File: src/gbl_pkg.sv
// Shared constants, types and helpers of the 5x5 Gaussian blur.
// Used by gbl_cell, gbl_outq and gaussian_blur_5x5; depends on nothing.
package gbl_pkg;

    localparam int MAX_WIDTH  = 2048;
    localparam int MAX_HEIGHT = 2048;
    localparam int KSIZE      = 5;
    localparam int HALF       = KSIZE / 2;
    localparam int LINES      = KSIZE - 1;

    localparam int PIX_W  = 8;
    localparam int WGT_W  = 4;
    localparam int CFG_W  = 12;
    localparam int APB_DW = 32;
    localparam int APB_AW = 3;

    localparam int COL_W  = $clog2(MAX_WIDTH);
    localparam int WDIM_W = $clog2(MAX_WIDTH + 1);
    localparam int HDIM_W = $clog2(MAX_HEIGHT + 1);
    localparam int OROW_W = $clog2(MAX_HEIGHT);
    localparam int ROW_W  = $clog2(MAX_HEIGHT + HALF + 1);
    localparam int LAG_W  = $clog2(HALF * (MAX_WIDTH + 1) + 1);
    localparam int LINE_W = $clog2(LINES);

    // Kernel sum is at most 255*159, so 16 bits hold any partial sum.
    localparam int DIVISOR     = 159;
    localparam int PSUM_W      = 16;
    localparam int RECIP_SHIFT = 23;
    localparam int RECIP       = (2 ** RECIP_SHIFT + DIVISOR - 1) / DIVISOR;
    localparam int PROD_W      = PSUM_W + $clog2(RECIP + 1);

    localparam int RESET_WIDTH  = 640;
    localparam int RESET_HEIGHT = 480;

    // Register select, taken from the word address bit
    localparam logic REG_WIDTH  = 1'b0;
    localparam logic REG_HEIGHT = 1'b1;

    typedef logic [PIX_W-1:0] t_pix;
    typedef t_pix [KSIZE-1:0] t_col;
    typedef logic [KSIZE-1:0][WGT_W-1:0] t_wcol;

    typedef struct packed {
        logic last;
        t_pix pix;
    } t_res;

    // Column weights; the kernel is symmetric, so column k equals row k.
    localparam t_wcol KWEIGHT [KSIZE] = '{
        {4'd2, 4'd4,  4'd5,  4'd4,  4'd2},
        {4'd4, 4'd9,  4'd12, 4'd9,  4'd4},
        {4'd5, 4'd12, 4'd15, 4'd12, 4'd5},
        {4'd4, 4'd9,  4'd12, 4'd9,  4'd4},
        {4'd2, 4'd4,  4'd5,  4'd4,  4'd2}
    };

    // Saturate a written size to the range KSIZE..vmax.
    function automatic int f_clamp(logic [CFG_W-1:0] v, int vmax);
        int r;
        r = int'(v);
        if (r < KSIZE) r = KSIZE;
        if (r > vmax) r = vmax;
        return r;
    endfunction

endpackage

File: src/gbl_cell.sv
// One column cell of the blur chain: weights the incoming column and adds the
// partial sum handed over by its left neighbor. Depends on gbl_pkg.
module gbl_cell (
    input  logic                         i_clk,
    input  logic                         i_en,
    input  gbl_pkg::t_col                i_col,
    input  gbl_pkg::t_wcol               i_wgt,
    input  logic [gbl_pkg::PSUM_W-1:0]   i_psum,
    output logic [gbl_pkg::PSUM_W-1:0]   o_psum
);

    logic [gbl_pkg::PSUM_W-1:0] w_dot;
    logic [gbl_pkg::PSUM_W-1:0] n_psum;
    logic [gbl_pkg::PSUM_W-1:0] r_psum;

    always_comb begin
        w_dot = '0;
        for (int i = 0; i < gbl_pkg::KSIZE; i++) begin
            w_dot = w_dot + gbl_pkg::PSUM_W'(i_wgt[i]) * gbl_pkg::PSUM_W'(i_col[i]);
        end
        n_psum = i_psum + w_dot;
    end

    // advance only on a window step
    always_ff @(posedge i_clk) begin
        if (i_en) begin
            r_psum <= n_psum;
        end
    end

    assign o_psum = r_psum;

endmodule

File: config.mk
export PLATFORM = sky130hd
export DESIGN_NAME = gbl_cell
export DESIGN_NICKNAME = d
export VERILOG_FILES = /design/src/gbl_pkg.sv /design/src/gbl_cell.sv
export SDC_FILE = /design/constraint.sdc
export NUM_CORES = 1
export LEC_CHECK = 0
export ABC_CLOCK_PERIOD_IN_PS = 7850
export BUFFER_PORTS_ARGS = -buffer_cell sky130_fd_sc_hd__buf_4
export CAP_MARGIN = 20
export CORE_UTILIZATION = 60
export DETAILED_ROUTE_END_ITERATION = 8
export PLACE_DENSITY = 0.91
export SLEW_MARGIN = 20
export SYNTH_ARGS = -nofsm -noshare
export SYNTH_HDL_FRONTEND = slang
export SYNTH_SLANG_ARGS = --single-unit
File: constraint.sdc
create_clock -name i_clk -period 7.85 [get_ports i_clk]
set_clock_uncertainty 0.15 [all_clocks]
set_input_delay 0.785 -clock i_clk [delete_from_list [all_inputs] [get_ports i_clk]]
set_output_delay 0.785 -clock i_clk [all_outputs]
set_load 0.02 [all_outputs]
Word level (Yosys, flattened, before mapping). Index checks and enable logic that the tools add are counted.

Register bits after elaboration: 16. Output and inout bits: 16. Word-level logic and storage cells: 11.

Add/sub/neg operators: 5. Multiply operators: 5.

Operator list (number): 4-bit by 8-bit multiplier with 12-bit output (5); 15-bit by 12-bit adder with 16-bit output (1); 16-bit adder (1); 14-bit by 12-bit adder with 15-bit output (1); 13-bit by 12-bit adder with 14-bit output (1); 12-bit by 12-bit adder with 13-bit output (1).

Logic depth before layout (Yosys ltp).
Depth in word-level cells: 6. Gate-level depth with buffers: 19.

Worst setup path before layout. No wires, ideal clock.

Path kind: input-to-reg. Start point: input port i_col[27] in the netlist's numbering. End point: register r_psum (netlist bit o_psum[12]), data pin. Arrival time: 5.759 ns. Path slack: 1.682 ns. Stages: 17. Buffers on the path: 0. Path through: and2_1 > fa_1 > inv_1 > fa_1 > inv_1 > fa_1 > fa_1 > inv_1 > fa_1 > fa_1 > fa_1 > fa_1 > and2b_1 > o211ai_2 > a32oi_2 > nor4b_1 > a211o_1.

Longest elaborated chain between the ends: 4.

RTL lines: start: declaration (line gbl_cell.sv:6) `input gbl_pkg::t_col i_col,`; 4-bit by 8-bit multiplier with 12-bit output (line gbl_cell.sv:19) `w_dot = w_dot + gbl_pkg::PSUM_W'(i_wgt[i]) * gbl_pkg::PSUM_W'(i_col[i]);`; 14-bit by 12-bit adder with 15-bit output (line gbl_cell.sv:19); 15-bit by 12-bit adder with 16-bit output (line gbl_cell.sv:19); 16-bit adder (line gbl_cell.sv:21) `n_psum = i_psum + w_dot;`; named net n_psum (one bit) (line gbl_cell.sv:13) `logic [gbl_pkg::PSUM_W-1:0] n_psum;`; end signal: assignment (line gbl_cell.sv:27) `r_psum <= n_psum;`; end: declaration (line gbl_cell.sv:14) `logic [gbl_pkg::PSUM_W-1:0] r_psum;`.

The timed path passes the listed nets, and every way through them passes these cells. A chain may end at the register's enable or synchronous reset.

Worst setup path after layout.
Start point: input port i_wgt[12] in the netlist's numbering. End point: register r_psum (netlist bit o_psum[12]), data pin.

Longest elaborated chain between the ends: 4.

RTL lines: start: declaration (line gbl_cell.sv:7) `input gbl_pkg::t_wcol i_wgt,`; 4-bit by 8-bit multiplier with 12-bit output (line gbl_cell.sv:19); 14-bit by 12-bit adder with 15-bit output (line gbl_cell.sv:19); 15-bit by 12-bit adder with 16-bit output (line gbl_cell.sv:19); 16-bit adder (line gbl_cell.sv:21); named net n_psum (one bit) (line gbl_cell.sv:13).

The timed path passes the listed nets, and every way through them passes these cells.

==> impl_metrics.tcl <==
set metrics [dict create \
    outcome "complete, no violations" \
    path_clk_slew_ns 0.07 \
    min_from "i_en" \
    die_h_um 101.9 \
    coreArea_um2 9729 \
    yosysSeqAreaShare_pct 8.020 \
    htree_levels 1 \
    yosysMostFrequentCell "inv_1" \
    dr_total_vias 4329 \
    min_path_type "in -> reg" \
    worst-path-max-fanout 8 \
    slew_viol_final 0 \
    tns_ns 0 \
    synth_top_family_by_area "adder cells" \
    synth_top_cell_area_share_pct 49.12 \
    ys_ff_latch 16 \
    max_cap_violations 0 \
    pre_cts_slack_ns 1.228 \
    hpwl_um 12270 \
    tightest_slew_ns 0.3724 \
    cts_root_buffer "clkbuf_8" \
    synth_edf_count 16 \
    routed_via_density 5.216 \
    crit_path_start "i_wgt[12]" \
    clock_path_buffers 2 \
    min_period_ns 6.384 \
    synth_compound_area_share_pct 3.028 \
    arrival_ns 6.24 \
    synth_area_per_cell_um2 9.951 \
    place_congestion 0.8706 \
    postCtsSetupBuffers 0 \
    yosysTopAreaCell "fa_1" \
    yosys.area_share.simple_pct 16.25 \
    synth_xor_area_share_pct 1.754 \
    grt.total_usage_pct 28.66 \
    cts_num_sinks 16 \
    first_pass_iters 4 \
    ys.flop_type "edfxtp_1" \
    ios 94 \
    layout-drive-gt1-share_pct 14.78 \
    final_hold_viol_count 0 \
    ant_nets 0 \
    fin_crit_sh_pct 81.33 \
    yosys_warnings 0 \
    dieArea_um2 10390 \
    wl_um 13360 \
    yosysUniqueCellTypes 33 \
    start_util_pct 61.57 \
    die_width_um 101.9 \
    crit_top_cell "fa_1" \
    final_nets 979 \
    critPathCaptureType "register" \
    antenna_found_initial 0 \
    grt_max_degree 17 \
    syn_area_um2 5991 \
    grt-ovfl-total 0 \
    critPathLaunchType "primary input" \
    max_freq_mhz 156.6 \
    worstHoldEndpoint "o_psum[15]" \
    muxShareOfSynthArea_pct 0.1671 \
    post_dp_cell_area_um2 6848 \
    areaGrowthSynthToFinish_pct 15.06 \
    fin_ws_ns 1.466 \
    drc_errors 0 \
    critPathRequiredTime_ns 7.71 \
    port-buffer-count 93 \
    hold_buffers 0 \
    synthCells 602 \
    async_flop_share_pct 0 \
    rsz0062_at_grt "no" \
    design_area_um2 6893 \
    grt_pass1_wl_um 22450 \
    hold_ws_ns 0.7579 \
    wl_per_cell_um 16.10 \
    setup_viol_count_final 0 \
    cts_buffers 3 \
    slowest_delay_ns 0.55 \
    slew_headroom_pct 75.01 \
    worstPathCellList "buf_4 > and2_1 > fa_1 > inv_1 > fa_1 > inv_1 > fa_1 > fa_1 > inv_1 > fa_1 > fa_1 > fa_1 > fa_1 > and2b_1 > o211ai_2 > a32oi_2 > nor4b_1 > a211o_1" \
    synth_area_leaders "fa_1, ha_1, inv_1" \
    largest_register_ffs 16 \
    hold_depth 1 \
    synth_nets 883 \
    drt_iter0_drc 164 \
    cts_resized 0 \
    cts_tree "yes" \
    rows 36 \
    synth_commonest_cells "inv_1, fa_1, and2_1" \
    antenna_cells 0 \
    first_global_vias 4956 \
    critical-path-slowest-cell "fa_1" \
    synth_fa_ha_area_share_pct 60.82 \
    path_class "in -> reg" \
]
==> cell families after synthesis <==
kind of cell,count (synthesis)
adders and majority gates,203
xor gates and xnor gates,12
DFF,16
and+or+nand+nor,189
muxes,1
buffers and inverters,159
AOI/OAI and AO/OA,22
==> cells in the final DEF, fill, tap and decap left out, drive strengths merged, types with 4 or more instances in the layout <==
cell	netlist	final
nor2	9	9
and2	91	91
fa	147	147
ha	56	56
inv	157	157
xnor2	9	9
a21oi	7	7
edfxtp	16	16
buf	0	93
nand2	77	77
o21ai	4	4
==> per-stage QoR <==
| step | cells | util, % |
|---|---|---|
| 2_1_floorplan | 602 | - |
| 3_5_place_dp | 826 | 70.38 |
| 6_report | 830 | 70.85 |
| 5_1_grt | 830 | 70.85 |
| 4_1_cts | 830 | 70.85 |
| 3_3_place_gp | 826 | 70.38 |
==> critical path, delay by kind of cell <==
kind	cells	cell delay [ns]
fa+ha+maj	8	3.94
simple gates	3	0.52
compound gates	3	0.70
buf+inv	4	0.30
==> worst max path at each step <==
stage,end,slack (ns),cells after the start
2_1_floorplan,o_psum[12],1.68,17
3_3_place_gp,o_psum[12],1.36,18
3_5_place_dp,o_psum[12],1.23,18
4_1_cts,o_psum[12],1.47,18
5_1_grt,o_psum[12],1.27,18
6_report,o_psum[12],1.47,18
==> metal layers <==
metal | global-route usage [%] | up-vias | share of wire, %
met3 | 3.010 | 38 | 3.8
met1 | 35.06 | 2202 | 39
met2 | 53.69 | 130 | 54
met4 | 8.352 | 0 | 3.0
li1 | - | 1959 | -
met5 | 0 | - | 0
==> final cells by class <==
cell class                 count  area, um2
inverter                     157      589.3
tap                          133      166.4
multi-input combinational    427       4913
clock buffer                   3      41.29
sequential                    16      480.5
timing repair buffer          93      698.2
clock inverter                 1      3.754
fill                         756       2836
Power is left out: the tool's default activity adds up to more than one toggle a clock period on the data nets, which glitch-free logic cannot reach.
