$ cat src/gbl_pkg.sv
// Shared constants, types and helpers of the 5x5 Gaussian blur.
// Used by gbl_cell, gbl_outq and gaussian_blur_5x5; depends on nothing.
package gbl_pkg;

    localparam int MAX_WIDTH  = 2048;
    localparam int MAX_HEIGHT = 2048;
    localparam int KSIZE      = 5;
    localparam int HALF       = KSIZE / 2;
    localparam int LINES      = KSIZE - 1;

    localparam int PIX_W  = 8;
    localparam int WGT_W  = 4;
    localparam int CFG_W  = 12;
    localparam int APB_DW = 32;
    localparam int APB_AW = 3;

    localparam int COL_W  = $clog2(MAX_WIDTH);
    localparam int WDIM_W = $clog2(MAX_WIDTH + 1);
    localparam int HDIM_W = $clog2(MAX_HEIGHT + 1);
    localparam int OROW_W = $clog2(MAX_HEIGHT);
    localparam int ROW_W  = $clog2(MAX_HEIGHT + HALF + 1);
    localparam int LAG_W  = $clog2(HALF * (MAX_WIDTH + 1) + 1);
    localparam int LINE_W = $clog2(LINES);

    // Kernel sum is at most 255*159, so 16 bits hold any partial sum.
    localparam int DIVISOR     = 159;
    localparam int PSUM_W      = 16;
    localparam int RECIP_SHIFT = 23;
    localparam int RECIP       = (2 ** RECIP_SHIFT + DIVISOR - 1) / DIVISOR;
    localparam int PROD_W      = PSUM_W + $clog2(RECIP + 1);

    localparam int RESET_WIDTH  = 640;
    localparam int RESET_HEIGHT = 480;

    // Register select, taken from the word address bit
    localparam logic REG_WIDTH  = 1'b0;
    localparam logic REG_HEIGHT = 1'b1;

    typedef logic [PIX_W-1:0] t_pix;
    typedef t_pix [KSIZE-1:0] t_col;
    typedef logic [KSIZE-1:0][WGT_W-1:0] t_wcol;

    typedef struct packed {
        logic last;
        t_pix pix;
    } t_res;

    // Column weights; the kernel is symmetric, so column k equals row k.
    localparam t_wcol KWEIGHT [KSIZE] = '{
        {4'd2, 4'd4,  4'd5,  4'd4,  4'd2},
        {4'd4, 4'd9,  4'd12, 4'd9,  4'd4},
        {4'd5, 4'd12, 4'd15, 4'd12, 4'd5},
        {4'd4, 4'd9,  4'd12, 4'd9,  4'd4},
        {4'd2, 4'd4,  4'd5,  4'd4,  4'd2}
    };

    // Saturate a written size to the range KSIZE..vmax.
    function automatic int f_clamp(logic [CFG_W-1:0] v, int vmax);
        int r;
        r = int'(v);
        if (r < KSIZE) r = KSIZE;
        if (r > vmax) r = vmax;
        return r;
    endfunction

endpackage

$ cat src/gbl_outq.sv
// Two-beat output buffer between the blur pipeline and the master stream.
// Full flag is registered so the pipeline never waits on the sink's ready.
module gbl_outq (
    input  logic          i_clk,
    input  logic          i_rst_n,
    input  logic          i_push,
    input  gbl_pkg::t_res i_data,
    output logic          o_full,
    output logic          o_valid,
    output gbl_pkg::t_res o_data,
    input  logic          i_ready
);

    gbl_pkg::t_res r_mem [2];
    logic          r_wp;
    logic          r_rp;
    logic [1:0]    r_cnt;
    logic [1:0]    n_cnt;
    logic          w_pop;

    assign o_valid = (r_cnt != 2'd0);
    assign o_full  = (r_cnt == 2'd2);
    assign o_data  = r_mem[r_rp];
    assign w_pop   = o_valid && i_ready;

    always_comb begin
        unique case ({i_push, w_pop})
            2'b10:   n_cnt = r_cnt + 2'd1;
            2'b01:   n_cnt = r_cnt - 2'd1;
            default: n_cnt = r_cnt;
        endcase
    end

    always_ff @(posedge i_clk) begin
        if (!i_rst_n) begin
            r_wp  <= 1'b0;
            r_rp  <= 1'b0;
            r_cnt <= 2'd0;
        end else begin
            if (i_push) r_wp <= ~r_wp;
            if (w_pop) r_rp <= ~r_rp;
            r_cnt <= n_cnt;
        end
    end

    always_ff @(posedge i_clk) begin
        if (i_push) begin
            r_mem[r_wp] <= i_data;
        end
    end

endmodule

$ cat config.mk
export PLATFORM = sky130hd
export DESIGN_NAME = gbl_outq
export DESIGN_NICKNAME = d
export VERILOG_FILES = /design/src/gbl_pkg.sv /design/src/gbl_outq.sv
export SDC_FILE = /design/constraint.sdc
export NUM_CORES = 1
export LEC_CHECK = 0
export CAP_MARGIN = 20
export CORE_ASPECT_RATIO = 1.1
export CORE_MARGIN = 3
export CORE_UTILIZATION = 55
export CTS_CLUSTER_SIZE = 16
export DETAILED_ROUTE_END_ITERATION = 8
export DONT_BUFFER_PORTS = 1
export PLACE_DENSITY = 0.73
export SLEW_MARGIN = 20
export SYNTH_ARGS = -nofsm -noshare
export SYNTH_HDL_FRONTEND = slang
export SYNTH_SLANG_ARGS = --single-unit
$ cat constraint.sdc
create_clock -name i_clk -period 1.55 [get_ports i_clk]
set_input_delay 0.31 -clock i_clk [delete_from_list [all_inputs] [get_ports i_clk]]
set_output_delay 0.31 -clock i_clk [all_outputs]
set_load 0.01 [all_outputs]
# Word-level counts from Yosys, hierarchy flattened
# Memory sizes are Yosys's and may differ from the RTL's. A register that Yosys moved wholly into a read port is not among the register bits.
# Cells that the tools add are included.
# classes
n_addsub,2
mul,0
div_mod_pow,0
n_lt_le_gt_ge,0
eq_ne,3
shifts,0
mux,5
bitwise_logic,2
reduce_logical,3
# ops
cell,n
"2-bit equality test, second input constant",2
1-bit two-way mux,4
2-bit case mux with 2 select lines,1
2-bit nonzero test,2
"2-bit by 1-bit adder with 2-bit output, second input constant",1
"2-bit by 1-bit equality test with 1-bit output, second input constant",1
1-bit NOT,2
"2-bit by 1-bit subtractor with 2-bit output, second input constant",1
1-bit logical AND,1
# word_totals
regBits,4
latchBits,0
mem_bits_rw,18
mem_bits_ro,0
input_bits,13
out_inout_bits,11
n_memories,1
# mem_list
name,depth,width,read_ports,rd_clocked_by_memory_dff,wr,line,rtl
r_mem,2,9,1,1,1,gbl_outq.sv:14,gbl_pkg::t_res r_mem [2];

# Longest topological paths before layout
# depth
word_depth,4
mapped_depth,5

# Least setup slack after synthesis
# OpenSTA, ideal clock, no wires.
# synth_path
path_type,register to register
startpoint,register r_cnt[0]
endpoint,register r_cnt[1]
t_arrival_ps,1283
t_required_ps,1480
slack_ps,198
stages_incl_launch_ff,5
path_cell_list,dfxtp_1 -> o21a_1 -> ha_1 -> or3_1 -> a21boi_1
# synth_between
elab_chain_len,4
word_cells_on_any_way,8
# synth_rtl
element,line,rtl
from (decl),gbl_outq.sv:17,logic [1:0] r_cnt;
from (signal assigned),gbl_outq.sv:42,r_cnt <= n_cnt;
2-bit nonzero test *,gbl_outq.sv:21,assign o_valid = (r_cnt != 2'd0);
1-bit logical AND *,gbl_outq.sv:24,assign w_pop = o_valid && i_ready;
named net w_pop,gbl_outq.sv:19,logic w_pop;
2-bit by 1-bit equality test with 1-bit output / 2-bit equality test (equally long branches),gbl_outq.sv:27,"unique case ({i_push, w_pop})"
2-bit case mux with 2 select lines / 2-bit nonzero test (equally long branches),n/a,
# The timed path passes the listed nets; every way through them passes the cells marked *.
# A chain may end at the register's enable or synchronous reset.

==> metrics.yaml <==
clock_network:
  cts_tree: "yes"
  clk_pin_slew_ns: 0.11
  clk_path_buf_depth: 2
  postCtsSetupBuffers: 0
  holdBufCountCts: 0
  numClockSinks: 23
  cts_buffers: 3
  root_buffer: "clkbuf_4"
  h-tree-depth: 1
  clk_latency_ns: 0.29
sta:
  rsz0062_at_grt: "no"
  fin_crit_sh: 0.940
  tightest_slew_ns: 0.433
  max_freq_mhz: 687
  fin_worst_skew_ns: 0.00232
  setup_ws_ns: 0.0933
  slew_headroom: 0.711
  hold_violations: 0
  finalSetupViolCount: 0
  slew_viol_final: 0
  setup_tns_ns: 0
  finalCriticalPeriod_ns: 1.46
routing:
  wl_per_cell_um: 17.3
  num_vias: 421
  vias_per_cell: 5.85
  drt_iter0_markers: 6
  drcViolationCount: 0
  antenna_left: 0
  drtPass1Iterations: 4
  routed_wl_um: 1250
finish:
  drive_above_1_share: 0.339
  ff_latch_area_um2: 644
  fin_cells: 72
  nNetsFinal: 71
  area_growth_syn_to_layout_pct: 6.88
  diodes: 0
  fillers: 107
  multiInputGateArea_um2: 224
logic_synthesis:
  synth.most_common_cell: "edfxtp_1"
  yosysSeqAreaShare: 0.734
  synthFlopType: "edfxtp_1"
  postSynthAreaPerCell_um2: 17.1
  syn_nets: 65
  synth_area_leader_cell: "edfxtp_1"
  synth_cell_type_count: 16
  synthTopCellsByArea: "edfxtp_1 (62%), mux2_2 (12%), dfxtp_1 (11%)"
  yosysWarnings: 0
  ys_seq_elements: 23
  yosys.area.top_type_share: 0.619
  syn_inst: 51
  synthArstFlopShare: 0
  synth_area_um2: 873
  synth-edff-count: 18
  yosys-top-cells-count: "edfxtp_1 (18), mux2_2 (9), dfxtp_1 (5)"
die:
  die_w_um: 44.0
  die_y_um: 47.8
  initial_core_util: 0.608
  rows: 14
  core_area_um2: 1440
  die-area_um2: 2100
  io_pins: 24
power_and_ir_drop:
  p_per_area_nw_per_um2: 1480
  p_leak_nw: 0.320
  peakVddDrop_uv: 838
setup_path:
  arrival_ns: 1.15
  critPathMaxFanout: 9
  cpPeakStageDelay_ns: 0.45
  crit_type: "flop to output port"
  path_buf_inv: 0
  critPathCaptureType: "output port"
  cp_cell_sequence: "mux2_2"
  cp_top_family: "flip-flops"
  slowest_stage: "dfxtp_2"
  startpoint_type: "flop"
  crit_required_ns: 1.24
min_path:
  min_path_type: "input port to flop"
placed_design:
  port-buffer-count: 0
  post-dp-hpwl_um: 952
  pre_cts_slack_ns: 0.105
  placed_cells: 68
  place_congestion: 0.715
flow_run:
  cap_violations: 0
global_routing:
  grt_pass1_wl_um: 1940
  track_usage: 0.132
  antenna_found_initial: 0
  grt_max_degree: 13
  grt_overflow: 0
  grt_pass1_vias: 430
run_status:
  status: "finished clean"
[metal layers]
layer | routed length [um] | vias up | track usage
met3 | 148 | 2 | 0.0489
met5 | 0 | - | 0
li1 | - | 195 | -
met2 | 633 | 24 | 0.230
met4 | 15 | 0 | 0.0542
met1 | 449 | 200 | 0.148
[where the power goes]
group / total [W] / switching, W / leakage, nW / internal, W
Combinational: 0.000314 / 0.000146 / 0.0940 / 0.000168
Clock: 0.000250 / 0.000150 / 0.0150 / 0.000100
Sequential: 0.000814 / 0.0000703 / 0.211 / 0.000744
[flip-flops by register name (all words and copies together) (netlist names), named ones only]
register / count
r_cnt: 2
r_mem: 18
r_rp: 1
r_wp: 1
[path summary, 6_finish.rpt]
kind         startpoint     endpoint  slack [ns]  cells past startpoint
max                flop    o_data[0]        0.09                      1
min           i_data[1]  r_mem[0][1]        0.10                      0
max reg2reg    r_cnt[1]     r_cnt[1]        0.11                      4
min reg2reg    r_cnt[1]     r_cnt[1]        0.53                      2
[cells by family (layout without fill, tap and decap cells)]
| group | after synthesis | in the layout | share of synthesized area |
|---|---|---|---|
| flip-flops | 23 | 23 | 0.734 |
| multiplexers | 9 | 9 | 0.116 |
| AND/OR/NAND/NOR | 9 | 9 | 0.0645 |
| AO/OA/AOI/OAI | 4 | 4 | 0.0315 |
| XOR/XNOR | 3 | 3 | 0.0301 |
| buffers and inverters | 2 | 7 | 0.0100 |
| adder cells (fa/ha/maj) | 1 | 1 | 0.0143 |
[layout make-up]
| cell class | count | area share |
|---|---|---|
| clock buffer | 4 | 0.0282 |
| inverter | 1 | 0.00402 |
| multi-input combinational | 26 | 0.240 |
| sequential | 23 | 0.690 |
| tap | 16 | 0.0214 |
| timing repair buffer | 2 | 0.0161 |
[cells in the final DEF, fill, tap and decap left out]
cell type  synthesis  layout
edfxtp_1          18      18
mux2_2             9       9
xnor2_1            3       3
nor2b_1            3       3
dfxtp_2            0       3
clkbuf_4           0       3
o21a_1             2       2
and2_1             2       2
buf_4              0       2
dfxtp_1            5       2
or2_2              1       1
and2b_2            1       1
inv_1              1       1
nor2_1             1       1
o21ai_0            1       1
or3_1              1       1
a21boi_1           1       1
ha_1               1       1
clkbuf_1           0       1
[stage by stage]
step,total power (W),hold slack (ns),utilization,cell area (um^2)
after global placement,0.00111,0.409,0.629,903
after CTS,0.00139,0.0949,0.648,931
after detailed placement,0.00114,0.409,0.629,903
after floorplan,0.00108,0.409,-,873
final,0.00138,0.104,0.650,933
after global routing,0.00147,0.0774,0.650,933
[what timing repair did]
action                                  4_1_cts  5_1_grt
endpoints found under the hold margin         0        0
resized for setup                             1        2
endpoints found under the setup margin        9        1
No activity file was read; power rests on OpenSTA's default activity.
